===== src/rtl/core/rrt_pkg.sv =====
// Shared types, constants and codes of the route table lookup block.
package rrt_pkg;

    // Default sizes of the table and of the router.
    localparam int DEF_TABLE_ENTRIES = 64;
    localparam int DEF_MAX_OPTIONS   = 4;
    localparam int DEF_PORT_COUNT    = 32;

    // Fixed field widths.
    localparam int ADDR_W   = 8;
    localparam int OCNT_W   = 3;
    localparam int PORT_W   = 5;
    localparam int MASK_W   = 32;
    localparam int IDX_W    = 6;
    localparam int CFG_W    = 7;
    localparam int IN_OPT_N = 4;

    // Command codes of an input word.
    localparam logic CMD_WRITE = 1'b0;
    localparam logic CMD_ROUTE = 1'b1;

    typedef enum logic [1:0] {
        DEC_GRANT   = 2'd0,
        DEC_WAIT    = 2'd1,
        DEC_DISCARD = 2'd2,
        DEC_WRITTEN = 2'd3
    } t_decision;

    typedef enum logic [1:0] {
        ST_IDLE,
        ST_SCAN,
        ST_DONE
    } t_state;

    typedef struct packed {
        logic accept;
        logic issue;
        logic finish;
        logic push;
    } t_dp_cmd;

    typedef struct packed {
        logic in_write;
        logic has_more;
        logic eval_valid;
        logic eval_grant;
        logic out_free;
    } t_dp_status;

endpackage


===== src/rtl/core/rrt_req_if.sv =====
// Request channel: table writes and route requests.
interface rrt_req_if;
    logic                           valid;
    logic                           ready;
    logic                           command;
    logic [rrt_pkg::IDX_W-1:0]      entry_index;
    logic [rrt_pkg::ADDR_W-1:0]     target_address;
    logic [rrt_pkg::OCNT_W-1:0]     option_count;
    logic [rrt_pkg::PORT_W-1:0]     option_port_0;
    logic [rrt_pkg::PORT_W-1:0]     option_port_1;
    logic [rrt_pkg::PORT_W-1:0]     option_port_2;
    logic [rrt_pkg::PORT_W-1:0]     option_port_3;
    logic [rrt_pkg::PORT_W-1:0]     source_port;
    logic [rrt_pkg::MASK_W-1:0]     available_mask;

    modport source (
        output valid, command, entry_index, target_address, option_count,
               option_port_0, option_port_1, option_port_2, option_port_3,
               source_port, available_mask,
        input  ready
    );

    modport sink (
        input  valid, command, entry_index, target_address, option_count,
               option_port_0, option_port_1, option_port_2, option_port_3,
               source_port, available_mask,
        output ready
    );
endinterface


===== src/rtl/core/rrt_rsp_if.sv =====
// Response channel: routing decisions and write acknowledgements.
interface rrt_rsp_if;
    logic                       valid;
    logic                       ready;
    rrt_pkg::t_decision         decision;
    logic [rrt_pkg::PORT_W-1:0] granted_port;
    logic [rrt_pkg::MASK_W-1:0] requester_mask;

    modport source (
        output valid, decision, granted_port, requester_mask,
        input  ready
    );

    modport sink (
        input  valid, decision, granted_port, requester_mask,
        output ready
    );
endinterface


===== src/rtl/core/rrt_ram.sv =====
// Generic single-write, single-read RAM with registered read data.
module rrt_ram #(
    parameter int WIDTH = 8,
    parameter int DEPTH = 64,
    parameter int AW    = (DEPTH > 1) ? $clog2(DEPTH) : 1
) (
    input  logic             i_clk,
    input  logic             i_wr_en,
    input  logic [AW-1:0]    i_wr_addr,
    input  logic [WIDTH-1:0] i_wr_data,
    input  logic             i_rd_en,
    input  logic [AW-1:0]    i_rd_addr,
    output logic [WIDTH-1:0] o_rd_data
);
    logic [WIDTH-1:0] r_mem [DEPTH];
    logic [WIDTH-1:0] r_rd_data;

    always_ff @(posedge i_clk) begin
        if (i_wr_en) begin
            r_mem[i_wr_addr] <= i_wr_data;
        end
        if (i_rd_en) begin
            r_rd_data <= r_mem[i_rd_addr];
        end
    end

    assign o_rd_data = r_rd_data;
endmodule


===== src/rtl/core/rrt_ctrl.sv =====
// Controller state machine of the route table lookup.
module rrt_ctrl (
    input  logic                i_clk,
    input  logic                i_rst_n,
    input  logic                i_in_valid,
    output logic                o_in_ready,
    input  rrt_pkg::t_dp_status i_status,
    output rrt_pkg::t_dp_cmd    o_cmd
);
    import rrt_pkg::*;

    t_state r_state;
    t_state n_state;

    always_ff @(posedge i_clk) begin
        if (!i_rst_n) begin
            r_state <= ST_IDLE;
        end else begin
            r_state <= n_state;
        end
    end

    always_comb begin
        n_state = r_state;
        unique case (r_state)
            ST_IDLE: begin
                // A write needs no scan; its acknowledgement is ready at once.
                if (i_in_valid) begin
                    n_state = i_status.in_write ? ST_DONE : ST_SCAN;
                end
            end
            ST_SCAN: begin
                if (i_status.eval_grant || (!i_status.has_more && !i_status.eval_valid)) begin
                    n_state = ST_DONE;
                end
            end
            ST_DONE: begin
                if (i_status.out_free) begin
                    n_state = ST_IDLE;
                end
            end
            default: n_state = ST_IDLE;
        endcase
    end

    always_comb begin
        o_in_ready = 1'b0;
        o_cmd      = '0;
        unique case (r_state)
            ST_IDLE: begin
                o_in_ready   = 1'b1;
                o_cmd.accept = i_in_valid;
            end
            ST_SCAN: begin
                o_cmd.finish = i_status.eval_grant
                             || (!i_status.has_more && !i_status.eval_valid);
                o_cmd.issue  = i_status.has_more && !i_status.eval_grant;
            end
            ST_DONE: begin
                o_cmd.push = i_status.out_free;
            end
            default: begin
                o_in_ready = 1'b0;
            end
        endcase
    end
endmodule


===== src/rtl/core/rrt_datapath.sv =====
// Datapath of the route table lookup: table RAM, scan counter and result registers.
module rrt_datapath #(
    parameter int TABLE_ENTRIES = rrt_pkg::DEF_TABLE_ENTRIES,
    parameter int MAX_OPTIONS   = rrt_pkg::DEF_MAX_OPTIONS,
    parameter int PORT_COUNT    = rrt_pkg::DEF_PORT_COUNT
) (
    input  logic                        i_clk,
    input  logic                        i_rst_n,
    input  rrt_pkg::t_dp_cmd            i_cmd,
    output rrt_pkg::t_dp_status         o_status,
    input  logic                        i_command,
    input  logic [rrt_pkg::IDX_W-1:0]   i_entry_index,
    input  logic [rrt_pkg::ADDR_W-1:0]  i_target_address,
    input  logic [rrt_pkg::OCNT_W-1:0]  i_option_count,
    input  logic [rrt_pkg::PORT_W-1:0]  i_option_port_0,
    input  logic [rrt_pkg::PORT_W-1:0]  i_option_port_1,
    input  logic [rrt_pkg::PORT_W-1:0]  i_option_port_2,
    input  logic [rrt_pkg::PORT_W-1:0]  i_option_port_3,
    input  logic [rrt_pkg::PORT_W-1:0]  i_source_port,
    input  logic [rrt_pkg::MASK_W-1:0]  i_available_mask,
    input  logic                        i_cfg_wr_en,
    input  logic [rrt_pkg::CFG_W-1:0]   i_cfg_wr_data,
    input  logic                        i_out_ready,
    output logic                        o_out_valid,
    output rrt_pkg::t_decision          o_decision,
    output logic [rrt_pkg::PORT_W-1:0]  o_granted_port,
    output logic [rrt_pkg::MASK_W-1:0]  o_requester_mask
);
    import rrt_pkg::*;

    localparam int AW       = (TABLE_ENTRIES > 1) ? $clog2(TABLE_ENTRIES) : 1;
    localparam int CNT_W    = $clog2(TABLE_ENTRIES + 1);
    localparam int OPT_W    = PORT_W * MAX_OPTIONS;
    localparam int ROW_W    = ADDR_W + OCNT_W + OPT_W;
    localparam int WR_OPT_N = (MAX_OPTIONS < IN_OPT_N) ? MAX_OPTIONS : IN_OPT_N;

    logic [CFG_W-1:0]  r_entries_in_use;
    logic [CNT_W-1:0]  r_issue_idx;
    logic              r_rd_valid;
    logic              r_matched;
    logic [ADDR_W-1:0] r_target;
    logic [PORT_W-1:0] r_src;
    logic [MASK_W-1:0] r_mask;
    t_decision         r_res_dec;
    logic [PORT_W-1:0] r_res_port;
    logic [MASK_W-1:0] r_res_mask;
    logic              r_out_valid;
    t_decision         r_out_dec;
    logic [PORT_W-1:0] r_out_port;
    logic [MASK_W-1:0] r_out_mask;

    logic [PORT_W-1:0] in_opt [IN_OPT_N];
    logic [ROW_W-1:0]  wr_row;
    logic [OCNT_W-1:0] cnt_sat;
    logic              wr_en;
    logic [ROW_W-1:0]  rd_row;
    logic [CNT_W-1:0]  limit;
    logic              row_match;
    logic [OCNT_W-1:0] row_cnt;
    logic              found;
    logic [PORT_W-1:0] pick;
    logic              is_write;

    assign in_opt[0] = i_option_port_0;
    assign in_opt[1] = i_option_port_1;
    assign in_opt[2] = i_option_port_2;
    assign in_opt[3] = i_option_port_3;

    assign is_write = (i_command == CMD_WRITE);

    // Writes beyond the table are acknowledged but change nothing.
    assign wr_en = i_cmd.accept && is_write
                && (9'(i_entry_index) < 9'(TABLE_ENTRIES));

    always_comb begin
        if (4'(i_option_count) > 4'(MAX_OPTIONS)) begin
            cnt_sat = OCNT_W'(MAX_OPTIONS);
        end else begin
            cnt_sat = i_option_count;
        end
        wr_row = '0;
        wr_row[ROW_W-1 -: ADDR_W] = i_target_address;
        wr_row[OPT_W +: OCNT_W]   = cnt_sat;
        for (int j = 0; j < WR_OPT_N; j++) begin
            wr_row[j*PORT_W +: PORT_W] = in_opt[j];
        end
    end

    rrt_ram #(
        .WIDTH (ROW_W),
        .DEPTH (TABLE_ENTRIES),
        .AW    (AW)
    ) u_table (
        .i_clk     (i_clk),
        .i_wr_en   (wr_en),
        .i_wr_addr (AW'(i_entry_index)),
        .i_wr_data (wr_row),
        .i_rd_en   (i_cmd.issue),
        .i_rd_addr (r_issue_idx[AW-1:0]),
        .o_rd_data (rd_row)
    );

    always_comb begin
        if (32'(r_entries_in_use) >= 32'(TABLE_ENTRIES)) begin
            limit = CNT_W'(TABLE_ENTRIES);
        end else begin
            limit = CNT_W'(r_entries_in_use);
        end
    end

    // Options of the entry just read are tried in order; ports outside the
    // router never count as available.
    always_comb begin
        logic [PORT_W-1:0] opt;
        row_match = (rd_row[ROW_W-1 -: ADDR_W] == r_target);
        row_cnt   = rd_row[OPT_W +: OCNT_W];
        found     = 1'b0;
        pick      = '0;
        for (int j = 0; j < MAX_OPTIONS; j++) begin
            opt = rd_row[j*PORT_W +: PORT_W];
            if (!found && (4'(j) < 4'(row_cnt)) && (6'(opt) < 6'(PORT_COUNT))
                    && r_mask[opt]) begin
                found = 1'b1;
                pick  = opt;
            end
        end
    end

    assign o_status.in_write   = is_write;
    assign o_status.has_more   = (r_issue_idx < limit);
    assign o_status.eval_valid = r_rd_valid;
    assign o_status.eval_grant = r_rd_valid && row_match && found;
    assign o_status.out_free   = !r_out_valid || i_out_ready;

    always_ff @(posedge i_clk) begin
        if (!i_rst_n) begin
            r_entries_in_use <= '0;
            r_issue_idx      <= '0;
            r_rd_valid       <= 1'b0;
            r_matched        <= 1'b0;
            r_out_valid      <= 1'b0;
        end else begin
            if (i_cfg_wr_en) begin
                r_entries_in_use <= i_cfg_wr_data;
            end
            r_rd_valid <= i_cmd.issue;
            if (i_cmd.accept) begin
                r_issue_idx <= '0;
                r_matched   <= 1'b0;
            end else begin
                if (i_cmd.issue) begin
                    r_issue_idx <= CNT_W'(r_issue_idx + 1'b1);
                end
                if (r_rd_valid && row_match) begin
                    r_matched <= 1'b1;
                end
            end
            if (i_cmd.push) begin
                r_out_valid <= 1'b1;
            end else if (i_out_ready) begin
                r_out_valid <= 1'b0;
            end
        end
    end

    always_ff @(posedge i_clk) begin
        if (i_cmd.accept) begin
            r_target <= i_target_address;
            r_src    <= i_source_port;
            r_mask   <= i_available_mask;
            if (is_write) begin
                r_res_dec  <= DEC_WRITTEN;
                r_res_port <= '0;
                r_res_mask <= '0;
            end
        end
        if (i_cmd.finish) begin
            if (o_status.eval_grant) begin
                r_res_dec  <= DEC_GRANT;
                r_res_port <= pick;
                r_res_mask <= MASK_W'(1) << r_src;
            end else begin
                r_res_dec  <= r_matched ? DEC_WAIT : DEC_DISCARD;
                r_res_port <= '0;
                r_res_mask <= '0;
            end
        end
        if (i_cmd.push) begin
            r_out_dec  <= r_res_dec;
            r_out_port <= r_res_port;
            r_out_mask <= r_res_mask;
        end
    end

    assign o_out_valid      = r_out_valid;
    assign o_decision       = r_out_dec;
    assign o_granted_port   = r_out_port;
    assign o_requester_mask = r_out_mask;
endmodule


===== src/rtl/core/router_route_table_lookup.sv =====
// Top level of the route table lookup block.
//
// Words arrive on i_req with valid/ready. A write word (command 0) loads one
// table entry: target address, option count and up to four candidate ports.
// A route word (command 1) looks up its target address across the first
// entries_in_use entries and answers on o_rsp with grant (port and one-hot
// requester mask), wait (matched, every option busy) or discard (no match).
// Every word yields exactly one response word; a write answers "written".
// entries_in_use is loaded through i_cfg_wr_en / i_cfg_wr_data; the user must
// load it only while idle, which the block itself does not enforce. One word is
// processed at a time. A write has its response loaded without a scan; a route
// walks the table one entry per cycle through the RAM read port and stops early
// on a grant. The next word is taken no sooner than the cycle after the response
// has been loaded into the output register.
// The response sits in an output register; a new word is taken while it
// waits, but a finished result is held back until the receiver frees it.
// Reset (synchronous, active low) clears entries_in_use and all handshake
// state; the table contents are undefined until written.
module router_route_table_lookup #(
    parameter int TABLE_ENTRIES = rrt_pkg::DEF_TABLE_ENTRIES,
    parameter int MAX_OPTIONS   = rrt_pkg::DEF_MAX_OPTIONS,
    parameter int PORT_COUNT    = rrt_pkg::DEF_PORT_COUNT
) (
    input  logic                      i_clk,
    input  logic                      i_rst_n,
    rrt_req_if.sink                   i_req,
    rrt_rsp_if.source                 o_rsp,
    input  logic                      i_cfg_wr_en,
    input  logic [rrt_pkg::CFG_W-1:0] i_cfg_wr_data
);
    import rrt_pkg::*;

    t_dp_cmd    cmd;
    t_dp_status status;

    rrt_ctrl u_ctrl (
        .i_clk      (i_clk),
        .i_rst_n    (i_rst_n),
        .i_in_valid (i_req.valid),
        .o_in_ready (i_req.ready),
        .i_status   (status),
        .o_cmd      (cmd)
    );

    rrt_datapath #(
        .TABLE_ENTRIES (TABLE_ENTRIES),
        .MAX_OPTIONS   (MAX_OPTIONS),
        .PORT_COUNT    (PORT_COUNT)
    ) u_datapath (
        .i_clk            (i_clk),
        .i_rst_n          (i_rst_n),
        .i_cmd            (cmd),
        .o_status         (status),
        .i_command        (i_req.command),
        .i_entry_index    (i_req.entry_index),
        .i_target_address (i_req.target_address),
        .i_option_count   (i_req.option_count),
        .i_option_port_0  (i_req.option_port_0),
        .i_option_port_1  (i_req.option_port_1),
        .i_option_port_2  (i_req.option_port_2),
        .i_option_port_3  (i_req.option_port_3),
        .i_source_port    (i_req.source_port),
        .i_available_mask (i_req.available_mask),
        .i_cfg_wr_en      (i_cfg_wr_en),
        .i_cfg_wr_data    (i_cfg_wr_data),
        .i_out_ready      (o_rsp.ready),
        .o_out_valid      (o_rsp.valid),
        .o_decision       (o_rsp.decision),
        .o_granted_port   (o_rsp.granted_port),
        .o_requester_mask (o_rsp.requester_mask)
    );
endmodule


===== src/flat_wrapper.sv =====
// flat-port wrapper written by rule: the top's interface ports become plain ports
module router_route_table_lookup_flat import rrt_pkg::*;
#(
    parameter int TABLE_ENTRIES = rrt_pkg::DEF_TABLE_ENTRIES,
    parameter int MAX_OPTIONS   = rrt_pkg::DEF_MAX_OPTIONS,
    parameter int PORT_COUNT    = rrt_pkg::DEF_PORT_COUNT
)
  (i_clk, i_rst_n, i_cfg_wr_en, i_cfg_wr_data, i_req_valid, i_req_command, i_req_entry_index, i_req_target_address, i_req_option_count, i_req_option_port_0, i_req_option_port_1, i_req_option_port_2, i_req_option_port_3, i_req_source_port, i_req_available_mask, i_req_ready, o_rsp_valid, o_rsp_decision, o_rsp_granted_port, o_rsp_requester_mask, o_rsp_ready);
  rrt_req_if i_req_i ();
  rrt_rsp_if o_rsp_i ();
  input  logic i_clk;
  input  logic i_rst_n;
  input  logic i_cfg_wr_en;
  input  logic [rrt_pkg::CFG_W-1:0] i_cfg_wr_data;
  input wire logic [$bits(i_req_i.valid)-1:0] i_req_valid;
  input wire logic [$bits(i_req_i.command)-1:0] i_req_command;
  input wire logic [$bits(i_req_i.entry_index)-1:0] i_req_entry_index;
  input wire logic [$bits(i_req_i.target_address)-1:0] i_req_target_address;
  input wire logic [$bits(i_req_i.option_count)-1:0] i_req_option_count;
  input wire logic [$bits(i_req_i.option_port_0)-1:0] i_req_option_port_0;
  input wire logic [$bits(i_req_i.option_port_1)-1:0] i_req_option_port_1;
  input wire logic [$bits(i_req_i.option_port_2)-1:0] i_req_option_port_2;
  input wire logic [$bits(i_req_i.option_port_3)-1:0] i_req_option_port_3;
  input wire logic [$bits(i_req_i.source_port)-1:0] i_req_source_port;
  input wire logic [$bits(i_req_i.available_mask)-1:0] i_req_available_mask;
  output wire logic [$bits(i_req_i.ready)-1:0] i_req_ready;
  output wire logic [$bits(o_rsp_i.valid)-1:0] o_rsp_valid;
  output wire logic [$bits(o_rsp_i.decision)-1:0] o_rsp_decision;
  output wire logic [$bits(o_rsp_i.granted_port)-1:0] o_rsp_granted_port;
  output wire logic [$bits(o_rsp_i.requester_mask)-1:0] o_rsp_requester_mask;
  input wire logic [$bits(o_rsp_i.ready)-1:0] o_rsp_ready;
  assign i_req_i.valid = i_req_valid;
  assign i_req_i.command = i_req_command;
  assign i_req_i.entry_index = i_req_entry_index;
  assign i_req_i.target_address = i_req_target_address;
  assign i_req_i.option_count = i_req_option_count;
  assign i_req_i.option_port_0 = i_req_option_port_0;
  assign i_req_i.option_port_1 = i_req_option_port_1;
  assign i_req_i.option_port_2 = i_req_option_port_2;
  assign i_req_i.option_port_3 = i_req_option_port_3;
  assign i_req_i.source_port = i_req_source_port;
  assign i_req_i.available_mask = i_req_available_mask;
  assign i_req_ready = i_req_i.ready;
  assign o_rsp_valid = o_rsp_i.valid;
  assign o_rsp_decision = o_rsp_i.decision;
  assign o_rsp_granted_port = o_rsp_i.granted_port;
  assign o_rsp_requester_mask = o_rsp_i.requester_mask;
  assign o_rsp_i.ready = o_rsp_ready;
  router_route_table_lookup #(.TABLE_ENTRIES(TABLE_ENTRIES), .MAX_OPTIONS(MAX_OPTIONS), .PORT_COUNT(PORT_COUNT)) u_core (.i_clk(i_clk), .i_rst_n(i_rst_n), .i_req(i_req_i), .o_rsp(o_rsp_i), .i_cfg_wr_en(i_cfg_wr_en), .i_cfg_wr_data(i_cfg_wr_data));
endmodule

===== config.mk =====
export PLATFORM = sky130hd
export DESIGN_NAME = router_route_table_lookup_flat
export DESIGN_NICKNAME = d
export VERILOG_FILES = /design/src/rtl/core/rrt_pkg.sv /design/src/rtl/core/rrt_req_if.sv /design/src/rtl/core/rrt_rsp_if.sv /design/src/rtl/core/rrt_ram.sv /design/src/rtl/core/rrt_ctrl.sv /design/src/rtl/core/rrt_datapath.sv /design/src/rtl/core/router_route_table_lookup.sv /design/src/flat_wrapper.sv
export SDC_FILE = /design/constraint.sdc
export NUM_CORES = 2
export LEC_CHECK = 0
export ABC_AREA = 1
export BUFFER_PORTS_ARGS = -buffer_cell sky130_fd_sc_hd__clkbuf_2
export CORE_ASPECT_RATIO = 0.8
export CORE_MARGIN = 4
export CORE_UTILIZATION = 40
export CTS_CLUSTER_DIAMETER = 40
export DETAILED_ROUTE_END_ITERATION = 8
export RECOVER_POWER = 50
export SLEW_MARGIN = 20
export SYNTH_ARGS = -nofsm -noshare
export SYNTH_HDL_FRONTEND = slang
export SYNTH_SLANG_ARGS = --single-unit

===== constraint.sdc =====
create_clock -name i_clk -period 10 [get_ports i_clk]
set_input_delay 1 -clock i_clk [delete_from_list [all_inputs] [get_ports i_clk]]
set_output_delay 1 -clock i_clk [all_outputs]
set_load 0.03 [all_outputs]

==> metrics.md <==
| Metric | Value |
|---|---|
| Vias in the first global route | `51071` |
| Failing checks | `max-capacitance violations, max-slew violations` |
| Count of buffer and inverter cells on the critical path | `3` |
| Setup Skew | `between 40 and 50 ps` |
| Worst path cell trace | `clkbuf_2, clkbuf_1, o21a_1, nor2_4, clkbuf_1` |
| Syn Inst Count | `roughly 6300` |
| Pins Over Slew Limit | `around 2100` |
| RSZ-0062 raised after global routing | `no` |
| Relative slew margins | `-166%` |
| R2r setup slk | `5130 ps` |
| First-pass DRT Iterations | `8` |
| TritonCTS Sinks | `~2200` |
| Max-Cap Viols | `33` |
| Main synth FF type | `edfxtp_1` |
| Port Buf Inserts | `~130` |
| Reg2reg end | `u_core.u_datapath.u_table.o_rd_data[14]` |
| Syn Std Cell Area | `between 80000 and 90000 sq um` |
| WS Path Type | `in -> reg` |
| Initial Util | `about two fifths` |
| DR DRC count | `0` |
| Hold Path End | `u_core.u_datapath.r_mask[13]` |
| Post-synth top area share | `around 76%` |
| Overflow after GRT | `0` |
| FP Rows | `150` |
| Wire per inst | `around 27 microns` |
| Element type at the critical path start | `input pin` |
| #FFs+latches synth | `2157` |
| CP max stage delay | `approximately 2400 ps` |
| CP max FO | `65` |
| Die area | `219000 sq um` |
| Worst EP required | `10120 ps` |
| Ys Warns | `0` |
| HP Class | `in -> reg` |
| Combinational power share | `under 10%` |
| H-tree levels | `4` |
| Drt via density | `slightly below 6` |
| Int Power | `approximately 0.015 W` |
| Switch share | `approximately 22%` |
| Clock transition at the registers of the reported paths | `roughly 60 ps` |
| Sequential area share after synthesis | `between 70% and 80%` |
| Post-synth EDFFs | `~2100` |
| Detailed router's first-iteration violation count | `7924` |
| Area grow syn2layout | `13.0%` |
| Status | `complete, but fails checks` |
| RR Startpoint | `u_core.u_datapath.r_issue_idx[0]` |
| Synth area leaders | `edfxtp_1 (76%), o21ai_0 (6.0%), nor2_1 (5.1%)` |
| CTS resizes | `0` |
| HP Start | `i_req_available_mask[13]` |
| Cell taking the most area after synthesis | `edfxtp_1` |
| Global-route total usage across every layer | `around 22%` |
| Postcts setup bufs | `0` |
| Via Count | `54334` |
| CP delay by family, top | `buffers and inverters` |
| Initial antenna violation count | `19` |
| Fraction of registers with async set/reset | `0%` |
| Syn Nets | `6379` |
| Clock share of power | `roughly two fifths` |
| Leak Pwr | `about 30 nW` |
| IO Pins | `128` |
| Largest net degree at the start of global routing | `203` |
| Pre-CTS WS | `~5300 ps` |
| Final hold vios | `0` |
| Chip width | `about 520 microns` |
| Worst hold stages | `1` |
| # setup viols final | `0` |
| Slowest CP cell | `clkbuf_1` |
| CTS root buf | `clkbuf_16` |
| Final worst-path cycle share | `between 50 and 60%` |
| First-pass GRT wire length | `357000 microns` |
| Worst-Skew Late Latency | `~840 ps` |
| Nets | `between 6000 and 7000` |
| Die boundary height | `419 microns` |
| Final setup TNS | `0 ps` |
| CP dominant cell by count | `clkbuf_1` |
| Slew @ Worst Pin | `3990 ps` |
| Crit path DAT | `5590 ps` |
| RD Place Congestion | `between 0.8 and 0.9` |
| Worst Setup End Kind | `flop` |
| Area of the core | `209000 sq um` |
| CTS Hold Bufs | `0` |
| Post-layout worst setup margin | `4520 ps` |
| Total CTS buffers | `roughly 210` |
| R2R depth | `9` |
| Clock period minus worst slack | `5480 ps` |
| Mapped Avg Cell Area | `between 10 and 15 sq um` |
| Maximum vdd drop | `0.144 mV` |
| Antenna-violating nets left | `0` |
| Dpl hpwl | `approximately 120000 microns` |
| Seq pwr share | `between 50% and 60%` |
| Fraction of layout cells with a size suffix above 1 | `around a tenth` |
| CTS tree | `yes` |
| Max Fclk | `about 0.18 GHz` |
| Cell variety after synth | `45` |
| Drt total wl | `roughly 250000 microns` |
| NetSw | `~0.0043 W` |
| P per Cell Area | `around 200 nW/um^2` |
| CTS max path bufs | `3` |
worst reg2reg max path: stages, from the launching register on:
cell and delay [ps]:
dfxtp_4 710, buf_4 850, buf_4 940, buf_4 900, o21ai_0 310, o22ai_1 280
nand2_1 100, nand3_1 120, nand2_1 280, nand3_1 220
metal layers:
layer	vias up	routed length, microns	GRT usage [%]
met5	-	0	0
met3	389	28900	5.71
met4	0	6280	6.15
met2	2862	106000	32.1
met1	27296	107000	33.1
li1	23787	-	-
flip-flops by register name, indices dropped and copies added (netlist names), 5 cells and up:
| signal | flops |
|---|---|
| u_core.u_datapath.r_mask | 32 |
| u_core.u_datapath.r_entries_in_use | 7 |
| u_core.u_datapath.u_table.o_rd_data | 31 |
| u_core.u_datapath.o_requester_mask | 32 |
| u_core.u_datapath.o_granted_port | 5 |
| u_core.u_datapath.r_res_mask | 32 |
| u_core.u_datapath.u_table.r_mem | 1984 |
| u_core.u_datapath.r_res_port | 5 |
| u_core.u_datapath.r_issue_idx | 7 |
| u_core.u_datapath.r_src | 5 |
| u_core.u_datapath.r_target | 8 |
logic make-up (layout without fill, tap and decap cells):
kind of cell / after synthesis / in the layout / share of synthesized area, %
other cells: 0 / 8 / 0
xor+xnor: 10 / 10 / 0.104
buf+inv: 504 / 734 / 2.46
flops: 2157 / 2157 / 76.5
compound gates: 1646 / 1646 / 11.3
simple gates: 1961 / 1961 / 9.54
fa+ha+maj: 7 / 7 / 0.104
worst max-delay path by stage:
stage | cells past startpoint | start | slack [ps] | end
after global placement | 9 | u_core.u_datapath.r_issue_idx[0] | 5390 | u_core.u_datapath.u_table.o_rd_data[14]
after floorplan | 2 | o_rsp_ready | 5790 | u_core.u_datapath.o_decision[0]
after detailed placement | 9 | u_core.u_datapath.r_issue_idx[0] | 5280 | u_core.u_datapath.u_table.o_rd_data[26]
after global routing | 5 | i_req_option_count[2] | 4370 | u_core.u_datapath.u_table.r_mem[16][21]
final | 5 | i_req_option_count[2] | 4520 | u_core.u_datapath.u_table.r_mem[19][21]
after CTS | 9 | u_core.u_datapath.r_issue_idx[0] | 5290 | u_core.u_datapath.u_table.o_rd_data[26]
cell usage in the layout (no fill, tap or decap), drive strengths merged, types with 6 or more instances in the layout:
cell and n:
nand4 55, ha 7, inv 83, xor2 6, bufinv 23, o211ai 56, o22ai 306, nand3 315
nand2 433, buf 115, clkbuf 426, o21ai 1017, a221oi 7, clkinv 72, a21oi 51, diode 8
nor2 1149, dfxtp 19, nor3 6, edfxtp 2138, o221ai 196, clkinvlp 15
through the flow:
step / area, sq um / total power (W) / utilization (%) / std cells / hold slack (ps)
floorplan: 84500 / 0.0108 / - / 6285 / 400
global placement: 88500 / 0.0113 / 42.3 / 8935 / 404
detailed placement: 88500 / 0.0113 / 42.3 / 8935 / 405
CTS: 95600 / 0.0193 / 45.6 / 9327 / 264
global route: 95400 / 0.0198 / 45.6 / 9330 / 290
finish: 95400 / 0.0192 / 45.6 / 9335 / 340
Yosys cell counts (2+ instances only):
cell type  count
o21a_1         2
xnor2_1        4
buf_1         18
a31oi_1        4
inv_2          9
buf_2         51
nor3_1         5
o22ai_1      306
nand3_2        3
nand2_1      429
clkbuf_1     352
clkinv_1       3
a32o_1         3
nand3_4        2
buf_6         10
buf_4          3
nor2_4        10
nor2_1      1139
o21ai_1        3
a21oi_1       51
o211ai_1      56
xor2_1         6
ha_1           7
nand4_1       54
o21ai_0     1014
dfxtp_1       19
inv_1         53
o221ai_1     196
inv_4          2
edfxtp_1    2138
nand3_1      310
nand2_2        4
a221oi_1       7
power groups by stage:
stage               registers (W)  logic, W  clock network (W)
CTS                        0.0101   0.00101            0.00818
detailed placement         0.0103   0.00101                  0
finish                     0.0101   0.00101            0.00806
global route               0.0101   0.00110            0.00858
floorplan                  0.0103  0.000573                  0
global placement           0.0103  0.000986                  0
final cells by class:
type	count	area [sq um]
Fill cell	18468	114000
Tap cell	2812	3520
Clock buffer	267	5660
Inverter	68	293
Antenna cell	8	20.0
Clock inverter	125	1370
Timing Repair Buffer	274	1660
Sequential cell	2157	64600
Multi-Input combinational cell	3624	18300
Note: power is estimated with default switching activity, not from simulation.
